`config.mk`:
```
export PLATFORM = sky130hd
export DESIGN_NAME = counting_semaphore_manager_unit
export DESIGN_NICKNAME = d
export VERILOG_FILES = /design/src/hw/rtl/csm_pkg.sv /design/src/hw/rtl/counting_semaphore_manager_unit.sv
export SDC_FILE = /design/constraint.sdc
export NUM_CORES = 2
export LEC_CHECK = 0
export ABC_AREA = 1
export BUFFER_PORTS_ARGS = -buffer_cell sky130_fd_sc_hd__buf_2
export CAP_MARGIN = 0
export CORE_ASPECT_RATIO = 1.5
export CORE_MARGIN = 3
export CORE_UTILIZATION = 45
export CTS_CLUSTER_DIAMETER = 200
export DETAILED_ROUTE_END_ITERATION = 7
export SLEW_MARGIN = 30
export SYNTH_ARGS = -nofsm -noshare
export SYNTH_HDL_FRONTEND = slang
export SYNTH_SLANG_ARGS = --single-unit
```
`constraint.sdc`:
```
create_clock -name clk -period 20.9 [get_ports clk]
set_input_delay 3.135 -clock clk [delete_from_list [all_inputs] [get_ports clk]]
set_output_delay 3.135 -clock clk [all_outputs]
set_load 0.05 [all_outputs]
```
`src/hw/rtl/csm_pkg.sv`:
```
// ----------------------------------------------------------------------------
// csm_pkg
// Shared types and constants of the counting semaphore manager.
// ----------------------------------------------------------------------------
package csm_pkg;
	localparam int NUM_RESOURCES = 4;
	localparam int NUM_PROCESSES = 16;
	localparam int QUEUE_DEPTH = 16;
	localparam int RES_W = $clog2(NUM_RESOURCES);
	localparam int PID_W = $clog2(NUM_PROCESSES);
	localparam int QPTR_W = $clog2(QUEUE_DEPTH);
	localparam int FILL_W = QPTR_W + 1;
	localparam int CNT_W = 10;
	localparam int HELD_W = 8;
	localparam int WAKE_W = 4;
	localparam int COUNT_MAX = 255;
	localparam int HELD_MAX = 255;
	localparam int WAKE_BUDGET = 15;

	typedef enum logic [1:0] {
		CMD_ACQUIRE = 2'd0,
		CMD_GIVE    = 2'd1,
		CMD_RELEASE = 2'd2,
		CMD_NONE    = 2'd3
	} cmd_t;

	typedef enum logic [2:0] {
		OUT_CONTINUE = 3'd0,
		OUT_BLOCKED  = 3'd1,
		OUT_WOKEN    = 3'd2,
		OUT_RELEASED = 3'd3,
		OUT_ERROR    = 3'd4
	} outcome_t;

	typedef enum logic [2:0] {
		REG_ACTIVE = 3'd0,
		REG_INIT0  = 3'd1,
		REG_INIT1  = 3'd2,
		REG_INIT2  = 3'd3,
		REG_INIT3  = 3'd4
	} reg_idx_t;

	typedef enum logic [3:0] {
		ST_IDLE,
		ST_ERR,
		ST_RD,
		ST_ACQ,
		ST_GIVE,
		ST_GIVE2,
		ST_REL_RD,
		ST_REL_CALC,
		ST_REL_FRD,
		ST_REL_POP,
		ST_REL_DONE
	} state_t;
endpackage

```
`src/hw/rtl/counting_semaphore_manager_unit.sv`:
```
// ----------------------------------------------------------------------------
// counting_semaphore_manager_unit
// Counting semaphores with per-resource FIFO wait queues and held tables.
// ----------------------------------------------------------------------------
// Usage:
//   input channel (in_valid / in_stall) carries cmd, pid, resource. in_stall is
//   high while a command is in work; one command is handled at a time.
//   output channel (out_valid / out_stall) carries one result per transaction
//   through an output register; last marks the final result of a command.
//   acquire: ST_RD, ST_ACQ; give: ST_RD, ST_GIVE (ST_GIVE2 on a wake); a bad
//   index: ST_ERR. release walks the resources in turn: ST_REL_RD, ST_REL_CALC
//   each, ST_REL_FRD and ST_REL_POP per woken waiter, then ST_REL_DONE for the
//   done result. the steps are set by the single read port of the held table
//   and wait queue memories and the one count adder shared by all commands.
//   cmd 3 is dropped with no result.
//   a stalled receiver holds the sequencer in its emitting state; nothing
//   changes until the result register frees up.
//   reset sets every count to 1, clears the held
//   table through per-entry valid bits and empties all queues; no sweep.
//   writing an initial count register reloads that count and empties its queue.
// ----------------------------------------------------------------------------
module counting_semaphore_manager_unit (
	input  logic        clk,
	input  logic        arst_n,
	input  logic        wr_en,
	input  logic [2:0]  wr_index,
	input  logic [7:0]  wr_data,
	input  logic        in_valid,
	output logic        in_stall,
	input  logic [1:0]  cmd,
	input  logic [3:0]  pid,
	input  logic [1:0]  resource,
	output logic        out_valid,
	input  logic        out_stall,
	output logic [2:0]  outcome,
	output logic [3:0]  who_pid,
	output logic [1:0]  which_resource,
	output logic signed [8:0] count_after,
	output logic        last
);
	import csm_pkg::*;

	localparam int MEM_DEPTH = NUM_PROCESSES * NUM_RESOURCES;
	localparam int HADDR_W = PID_W + RES_W;
	localparam int FADDR_W = RES_W + QPTR_W;

	state_t state_q, state_d;
	cmd_t cmd_q;
	logic [PID_W-1:0] pid_q;
	logic [RES_W-1:0] cur_q;
	logic [WAKE_W-1:0] n_q, wk_q;

	logic [2:0] active_q;
	logic signed [CNT_W-1:0] count_q [NUM_RESOURCES];
	logic [QPTR_W-1:0] head_q [NUM_RESOURCES];
	logic [QPTR_W-1:0] tail_q [NUM_RESOURCES];
	logic [FILL_W-1:0] fill_q [NUM_RESOURCES];

	logic [HELD_W-1:0] held_mem [MEM_DEPTH];
	logic [MEM_DEPTH-1:0] held_vld_q;
	logic [HELD_W-1:0] held_rd_s1;
	logic [PID_W-1:0] fifo_mem [MEM_DEPTH];
	logic [PID_W-1:0] fifo_rd_s1;

	logic [HADDR_W-1:0] held_addr;
	logic [FADDR_W-1:0] fifo_addr;
	logic [HELD_W-1:0] held_val, held_wdata, back;
	logic held_we, fifo_we;
	logic [FILL_W-1:0] fill_cur;
	logic [HELD_W-1:0] want;
	logic [WAKE_W-1:0] budget, woken;
	logic signed [CNT_W:0] delta, sum;
	logic signed [CNT_W-1:0] count_cur, count_new;
	logic [2:0] limit;
	logic bad_res, acq_block, acq_full, give_wake, cur_last;
	logic can_emit, emit;
	logic [2:0] e_outcome;
	logic [PID_W-1:0] e_who;
	logic [RES_W-1:0] e_res;
	logic signed [CNT_W-1:0] e_count;
	logic e_last;
	logic in_acc;

	assign in_acc = in_valid && !in_stall;
	assign in_stall = (state_q != ST_IDLE);
	assign can_emit = !out_valid || !out_stall;

	assign limit = (active_q > 3'(NUM_RESOURCES)) ? 3'(NUM_RESOURCES) : active_q;
	assign bad_res = ({1'b0, resource} >= limit);

	assign held_addr = {pid_q, cur_q};
	assign fifo_addr = {cur_q, head_q[cur_q]};
	assign held_val = held_vld_q[held_addr] ? held_rd_s1 : '0;
	assign fill_cur = fill_q[cur_q];
	assign count_cur = count_q[cur_q];
	assign cur_last = (cur_q == RES_W'(NUM_RESOURCES - 1));

	// release: wake min(held, waiters) within what is left of the result budget
	assign want = (held_val < HELD_W'(fill_cur)) ? held_val : HELD_W'(fill_cur);
	assign budget = WAKE_W'(WAKE_BUDGET) - n_q;
	assign woken = (want < HELD_W'(budget)) ? want[WAKE_W-1:0] : budget;
	assign back = (HELD_W'(woken) == want) ? held_val : HELD_W'(woken);

	// shared count adder
	always_comb begin
		case (state_q)
			ST_ACQ:      delta = -(CNT_W+1)'(1);
			ST_GIVE:     delta = (CNT_W+1)'(1);
			ST_REL_CALC: delta = (CNT_W+1)'(back);
			default:     delta = '0;
		endcase
	end
	assign sum = {count_cur[CNT_W-1], count_cur} + delta;
	assign count_new = (sum > (CNT_W+1)'(COUNT_MAX)) ? CNT_W'(COUNT_MAX) : sum[CNT_W-1:0];

	assign acq_block = count_cur[CNT_W-1] || (count_cur == '0);
	assign acq_full = (fill_cur >= FILL_W'(QUEUE_DEPTH));
	assign give_wake = (count_new[CNT_W-1] || (count_new == '0)) && (fill_cur != '0);

	always_comb begin
		state_d = state_q;
		case (state_q)
			ST_IDLE: begin
				if (in_acc) begin
					if (cmd == CMD_NONE) state_d = ST_IDLE;
					else if (cmd == CMD_RELEASE) state_d = ST_REL_RD;
					else if (bad_res) state_d = ST_ERR;
					else state_d = ST_RD;
				end
			end
			ST_RD: state_d = (cmd_q == CMD_ACQUIRE) ? ST_ACQ : ST_GIVE;
			ST_ERR, ST_ACQ, ST_GIVE2, ST_REL_DONE: begin
				if (can_emit) state_d = ST_IDLE;
			end
			ST_GIVE: begin
				if (can_emit) state_d = give_wake ? ST_GIVE2 : ST_IDLE;
			end
			ST_REL_RD: state_d = ST_REL_CALC;
			ST_REL_CALC: begin
				if (woken != '0) state_d = ST_REL_FRD;
				else state_d = cur_last ? ST_REL_DONE : ST_REL_RD;
			end
			ST_REL_FRD: state_d = ST_REL_POP;
			ST_REL_POP: begin
				if (can_emit) begin
					if (wk_q == WAKE_W'(1)) state_d = cur_last ? ST_REL_DONE : ST_REL_RD;
					else state_d = ST_REL_FRD;
				end
			end
			default: state_d = ST_IDLE;
		endcase
	end

	always_comb begin
		emit = 1'b0;
		e_outcome = OUT_CONTINUE;
		e_who = pid_q;
		e_res = cur_q;
		e_count = count_new;
		e_last = 1'b1;
		case (state_q)
			ST_ERR: begin
				emit = 1'b1;
				e_outcome = OUT_ERROR;
				e_count = '0;
			end
			ST_ACQ: begin
				emit = 1'b1;
				if (acq_block && acq_full) begin
					e_outcome = OUT_ERROR;
					e_count = count_cur;
				end else begin
					e_outcome = count_new[CNT_W-1] ? OUT_BLOCKED : OUT_CONTINUE;
				end
			end
			ST_GIVE: begin
				emit = 1'b1;
				if (give_wake) begin
					e_outcome = OUT_WOKEN;
					e_who = fifo_rd_s1;
					e_last = 1'b0;
				end
			end
			ST_GIVE2: begin
				emit = 1'b1;
				e_count = count_cur;
			end
			ST_REL_POP: begin
				emit = 1'b1;
				e_outcome = OUT_WOKEN;
				e_who = fifo_rd_s1;
				e_count = count_cur;
				e_last = 1'b0;
			end
			ST_REL_DONE: begin
				emit = 1'b1;
				e_outcome = OUT_RELEASED;
				e_res = '0;
				e_count = '0;
			end
			default: emit = 1'b0;
		endcase
	end

	always_comb begin
		held_we = 1'b0;
		held_wdata = held_val;
		fifo_we = (state_q == ST_ACQ) && can_emit && acq_block && !acq_full;
		case (state_q)
			ST_ACQ: begin
				held_we = can_emit && !(acq_block && acq_full);
				held_wdata = (held_val == HELD_W'(HELD_MAX)) ? held_val : held_val + 1'b1;
			end
			ST_GIVE: begin
				held_we = can_emit;
				held_wdata = (held_val != '0) ? held_val - 1'b1 : held_val;
			end
			ST_REL_CALC: begin
				held_we = 1'b1;
				held_wdata = held_val - back;
			end
			default: held_we = 1'b0;
		endcase
	end

	always_ff @(posedge clk) begin
		if (held_we) held_mem[held_addr] <= held_wdata;
		held_rd_s1 <= held_mem[held_addr];
		if (fifo_we) fifo_mem[{cur_q, tail_q[cur_q]}] <= pid_q;
		fifo_rd_s1 <= fifo_mem[fifo_addr];
	end

	always_ff @(posedge clk or negedge arst_n) begin
		if (!arst_n) begin
			state_q <= ST_IDLE;
			cmd_q <= CMD_NONE;
			pid_q <= '0;
			cur_q <= '0;
			n_q <= '0;
			wk_q <= '0;
			active_q <= 3'd4;
			held_vld_q <= '0;
			for (int r = 0; r < NUM_RESOURCES; r++) begin
				count_q[r] <= CNT_W'(1);
				head_q[r] <= '0;
				tail_q[r] <= '0;
				fill_q[r] <= '0;
			end
		end else begin
			state_q <= state_d;
			if (held_we) held_vld_q[held_addr] <= 1'b1;
			if (wr_en) begin
				case (reg_idx_t'(wr_index))
					REG_ACTIVE: active_q <= wr_data[2:0];
					REG_INIT0, REG_INIT1, REG_INIT2, REG_INIT3: begin
						count_q[RES_W'(wr_index - 3'd1)] <= CNT_W'(wr_data);
						head_q[RES_W'(wr_index - 3'd1)] <= '0;
						tail_q[RES_W'(wr_index - 3'd1)] <= '0;
						fill_q[RES_W'(wr_index - 3'd1)] <= '0;
					end
					default: active_q <= active_q;
				endcase
			end
			if (in_acc) begin
				cmd_q <= cmd_t'(cmd);
				pid_q <= pid;
				cur_q <= (cmd == CMD_RELEASE) ? '0 : resource;
				n_q <= '0;
			end
			case (state_q)
				ST_ACQ: begin
					if (can_emit && !(acq_block && acq_full)) begin
						count_q[cur_q] <= count_new;
						if (acq_block) begin
							tail_q[cur_q] <= tail_q[cur_q] + 1'b1;
							fill_q[cur_q] <= fill_cur + 1'b1;
						end
					end
				end
				ST_GIVE: begin
					if (can_emit) begin
						count_q[cur_q] <= count_new;
						if (give_wake) begin
							head_q[cur_q] <= head_q[cur_q] + 1'b1;
							fill_q[cur_q] <= fill_cur - 1'b1;
						end
					end
				end
				ST_REL_CALC: begin
					count_q[cur_q] <= count_new;
					wk_q <= woken;
					if (woken == '0 && !cur_last) cur_q <= cur_q + 1'b1;
				end
				ST_REL_POP: begin
					if (can_emit) begin
						head_q[cur_q] <= head_q[cur_q] + 1'b1;
						fill_q[cur_q] <= fill_cur - 1'b1;
						wk_q <= wk_q - 1'b1;
						n_q <= n_q + 1'b1;
						if (wk_q == WAKE_W'(1) && !cur_last) cur_q <= cur_q + 1'b1;
					end
				end
				default: wk_q <= wk_q;
			endcase
		end
	end

	// result register
	always_ff @(posedge clk or negedge arst_n) begin
		if (!arst_n) begin
			out_valid <= 1'b0;
		end else if (emit && can_emit) begin
			out_valid <= 1'b1;
		end else if (!out_stall) begin
			out_valid <= 1'b0;
		end
	end

	always_ff @(posedge clk) begin
		if (emit && can_emit) begin
			outcome <= e_outcome;
			who_pid <= e_who;
			which_resource <= e_res;
			count_after <= e_count[8:0];
			last <= e_last;
		end
	end

	a_fill_bound: assert property (@(posedge clk) disable iff (!arst_n)
		fill_q[cur_q] <= FILL_W'(QUEUE_DEPTH))
		else $error("wait queue fill above depth");
	a_idle_no_wakes: assert property (@(posedge clk) disable iff (!arst_n)
		(state_q == ST_IDLE) |-> (wk_q == '0))
		else $error("pending wakes left at idle");
	a_count_cap: assert property (@(posedge clk) disable iff (!arst_n)
		count_q[cur_q] <= CNT_W'(COUNT_MAX))
		else $error("count above saturation limit");
	a_emit_hold: assert property (@(posedge clk) disable iff (!arst_n)
		(emit && !can_emit) |=> (state_q == $past(state_q)))
		else $error("sequencer moved while result blocked");
endmodule
```
==> run summary <==
For the boundary pin count, the log shows 45. The total clock sinks is 979. The cell count of the worst hold path is 2, and the final sum of negative setup slack is 0 ps.

Number of rows in the core area: 139. After synthesis the netlist holds a flip-flop and latch count of 979. The clock latency of the later-clocked register in the worst-skew pair is 700 ps, and the portion of total power attributed to sequential cells is 0.332. For this design the static power due to leakage is 0.0177 µW. Counting along the longest clock path gives a buffer depth of 3. The logs give 3 for the initial antenna violation count and 44,000 µm² for the post-synth design cell area. The reg-to-reg critical path startpoint is cur_q[0]. The run gives 10,160 ps as the final worst-path setup slack. The largest net degree at the start of global routing is 82. The number of nets still failing antenna checks after routing is 0.

The worst setup path category is reg2reg. Of all nets on the critical path, the largest fanout is 54. The post-synthesis sequential area ratio came out at 0.645. Clock skew on the completed layout was measured at 34.4 ps. Average cell area after synthesis: 10.8 µm². Global routing usage summed across all routing layers: 0.250.

In the synthesized netlist, the number of instances is 4,075. The clock tree synthesis step divided the H-tree into 3 levels. Leaving out fill and tap cells, the most frequent cells in the layout are sky130_fd_sc_hd__edfxtp_1, sky130_fd_sc_hd__nand2_1, sky130_fd_sc_hd__nor2_1. For the pin with the worst max-slew slack, the measured transition is 1020 ps.

Input and output buffers added on the ports amount to 44. The clock period could shrink to 10,740 ps. The sequential cells in the finished layout cover a total of 28,400 µm².

Setup repair after global routing left no endpoint under its margin. The share of async-settable or async-resettable flops after synthesis works out to 0.184. The worst setup path is captured at a register. For this design, the slowest cell found on the critical path is sky130_fd_sc_hd__dfrtp_4. Detailed placement finished with a half-perimeter wire length of 79,400 µm. Total DRC errors in the routed layout: 0. At the end of routability-driven placement, the weighted congestion stood at 0.901.

Power comes to 8420 µW. The clock-pin slew on the worst setup and hold paths is 70 ps. The finished cells cover 48,600 µm². The worst path arrival time is 11,280 ps.

Leaving out fill and tap cells, the most frequent cell in the layout is sky130_fd_sc_hd__edfxtp_1. In this run, synthesis inferred 787 flip-flops with an integrated enable. For the number of buffers inserted by hold repair at cts, the log shows 0. The cell that appears most often on the critical path is sky130_fd_sc_hd__nand2_1. The logs give 10,380 ps for the setup slack after placement and 0.118 mV for the worst ir drop on vdd. Summed over all nets, the switching power comes to 3760 µW.

The detailed router placed 31,800 vias in this run. For the worst flop-to-flop path, the logic depth is 50. The share of the cycle needed by the critical path after routing was 0.514; the number of global-route vias before repair was 31,000.

Normalized max-slew margin: 0.321. The die is 389 µm tall. The number of setup buffers added after CTS is 0. Combinational fraction of design power: 0.468. Switching share of power: 0.447. The critical path starts at cur_q[0]. Counting every net in the synthesized netlist gives 4,139. The die covers 102,000 µm². Fill cells in the final layout number 8,552.

The tree is rooted in a sky130_fd_sc_hd__clkbuf_16. The worst setup path is launched from a register. Post-CTS repair changed the size of 0 cells. The fraction of final layout cells with drive strength greater than 1 works out to 0.0930. The most used flip-flop cell after synthesis is sky130_fd_sc_hd__edfxtp_1.

Start point of the worst hold path: held_vld_q[0]. The flow ran to the end, and the final reports show no timing, DRC or antenna violations. The worst hold margin came out at 455 ps.

For the clock network power share, the log shows 0.200. The synthesis warning total is 0, and the vias per cell is 5.87. Synthesis instantiated 62 different standard cells from the library. Timing would allow up to 93.1 MHz.

The total cell area at the placement stage was 45,600 µm²; the placeable core region was 96,300 µm². The effective utilization at floorplan is 0.457. The multi-input combinational cells in the finished layout cover a total of 13,800 µm².

Before antenna repair, the detailed router went through 5 iterations. The run gives 0 as the number of pins exceeding their max-slew limit in the final report. The area overhead of the layout relative to synthesis is 10.6%. The min-delay analysis places its worst path in the category reg2reg. Global routing finished with a remaining overflow of 0. Final hold violation count: 0. The design internal power was 4660 µW. The number of clock buffers added by TritonCTS is 91.

The run gives 193,000 µm as the wire length of the first global-routing pass. The die width is 261 µm, and the routed wirelength normalized by instance count is 23.4 µm. The number of maximum-capacitance violations was 0; the maximum single-stage delay on the critical path was 740 ps.

Dividing total power by cell area gives a power density of 173 nW/µm². For the net count reported at finish, the log shows 4,126. The detailed router finished its first iteration with 3,055 violations. TritonCTS built the clock tree.

Summed over all layers, the routed wires come to 127,000 µm. Setup violations remaining at the end of the flow were counted as 0. Required arrival time at the worst endpoint: 21,440 ps.
## final timing paths
| path | end | slack (ps) |
|---|---|---|
| hold reg to reg | held_vld_q[0] | 460 |
| setup / recovery | head_q[7] | 10160 |
| min in group asynchronous | count_q[23] | 2440 |
| setup reg to reg | head_q[7] | 10160 |
| max in group asynchronous | pid_q[0] | 16520 |
| hold / removal | held_vld_q[0] | 460 |
## synth_stat cells, drive strengths merged, types with 12 or more instances
cell | count | share of area
a21oi | 117 | 0.013
a221oi | 74 | 0.015
a22o | 58 | 0.012
a22oi | 75 | 0.013
a32oi | 15 | 0.0030
buf | 61 | 0.0075
clkbuf | 159 | 0.014
clkinv | 12 | 0.0010
dfrtp | 173 | 0.098
dfxtp | 12 | 0.0055
edfxtp | 787 | 0.54
ha | 38 | 0.011
inv | 286 | 0.025
nand2 | 767 | 0.067
nand3 | 106 | 0.012
nand4 | 66 | 0.0094
nor2 | 522 | 0.045
nor3 | 21 | 0.0041
o2111ai | 42 | 0.0084
o211ai | 38 | 0.0065
o21ai | 381 | 0.044
o221ai | 16 | 0.0032
o22ai | 45 | 0.0064
o32ai | 67 | 0.013
or2 | 48 | 0.0068
xor2 | 21 | 0.0042
## worst max-delay path: cells and delay by family (launching register included)
kind                     cells  cell delay [ps]
AO/OA/AOI/OAI               11             2890
XOR/XNOR                     1              130
adder cells (fa/ha/maj)      4             1230
AND/OR/NAND/NOR             26             2830
flip-flops                   1              740
buffers and inverters        8             2660
## per-layer routing
| layer | global-route usage | vias up | share of wire |
|---|---|---|---|
| met5 | 0 | - | 0.00021 |
| met4 | 0.124 | 4 | 0.051 |
| met2 | 0.424 | 1151 | 0.50 |
| met3 | 0.0371 | 322 | 0.059 |
| li1 | - | 14600 | - |
| met1 | 0.311 | 15600 | 0.39 |
## cells by family after synthesis
kind of cell	after synthesis	synth area share
buffers and inverters	518	0.0467
XOR/XNOR	26	0.00518
AND/OR/NAND/NOR	1537	0.146
adder cells (fa/ha/maj)	40	0.0117
AO/OA/AOI/OAI	973	0.145
flip-flops	979	0.645
multiplexers	2	0.000484
## registers in the layout, indices dropped and copies added (netlist names), 8 cells and up
name	count
count_after	9
fifo_mem	256
held_rd_s1	8
head_q	16
count_q	40
fill_q	20
held_vld_q	64
held_mem	512
tail_q	16
## power groups by stage
stage | logic (µW) | registers, µW | clock network [µW]
3_3_place_gp | 3900 | 2840 | 0
6_report | 3940 | 2800 | 1690
2_1_floorplan | 2490 | 2940 | 0
3_5_place_dp | 3920 | 2840 | 0
4_1_cts | 3930 | 2800 | 1710
5_1_grt | 4330 | 2810 | 1790
## layout make-up
cell class / count / area share
Clock buffer: 116 / 0.0514
Multi-Input combinational cell: 2578 / 0.283
Timing Repair Buffer: 114 / 0.0159
Inverter: 298 / 0.0232
Clock inverter: 54 / 0.00991
Tap cell: 1269 / 0.0326
Sequential cell: 979 / 0.584
Antenna cell: 1 / 0.0000515
## per-stage QoR
stage / util / cells
final: 0.505 / 5409
after global routing: 0.505 / 5409
after CTS: 0.504 / 5407
after detailed placement: 0.473 / 5237
after global placement: 0.473 / 5237
after floorplan: - / 4075
Power figures use the tool's default switching activity.
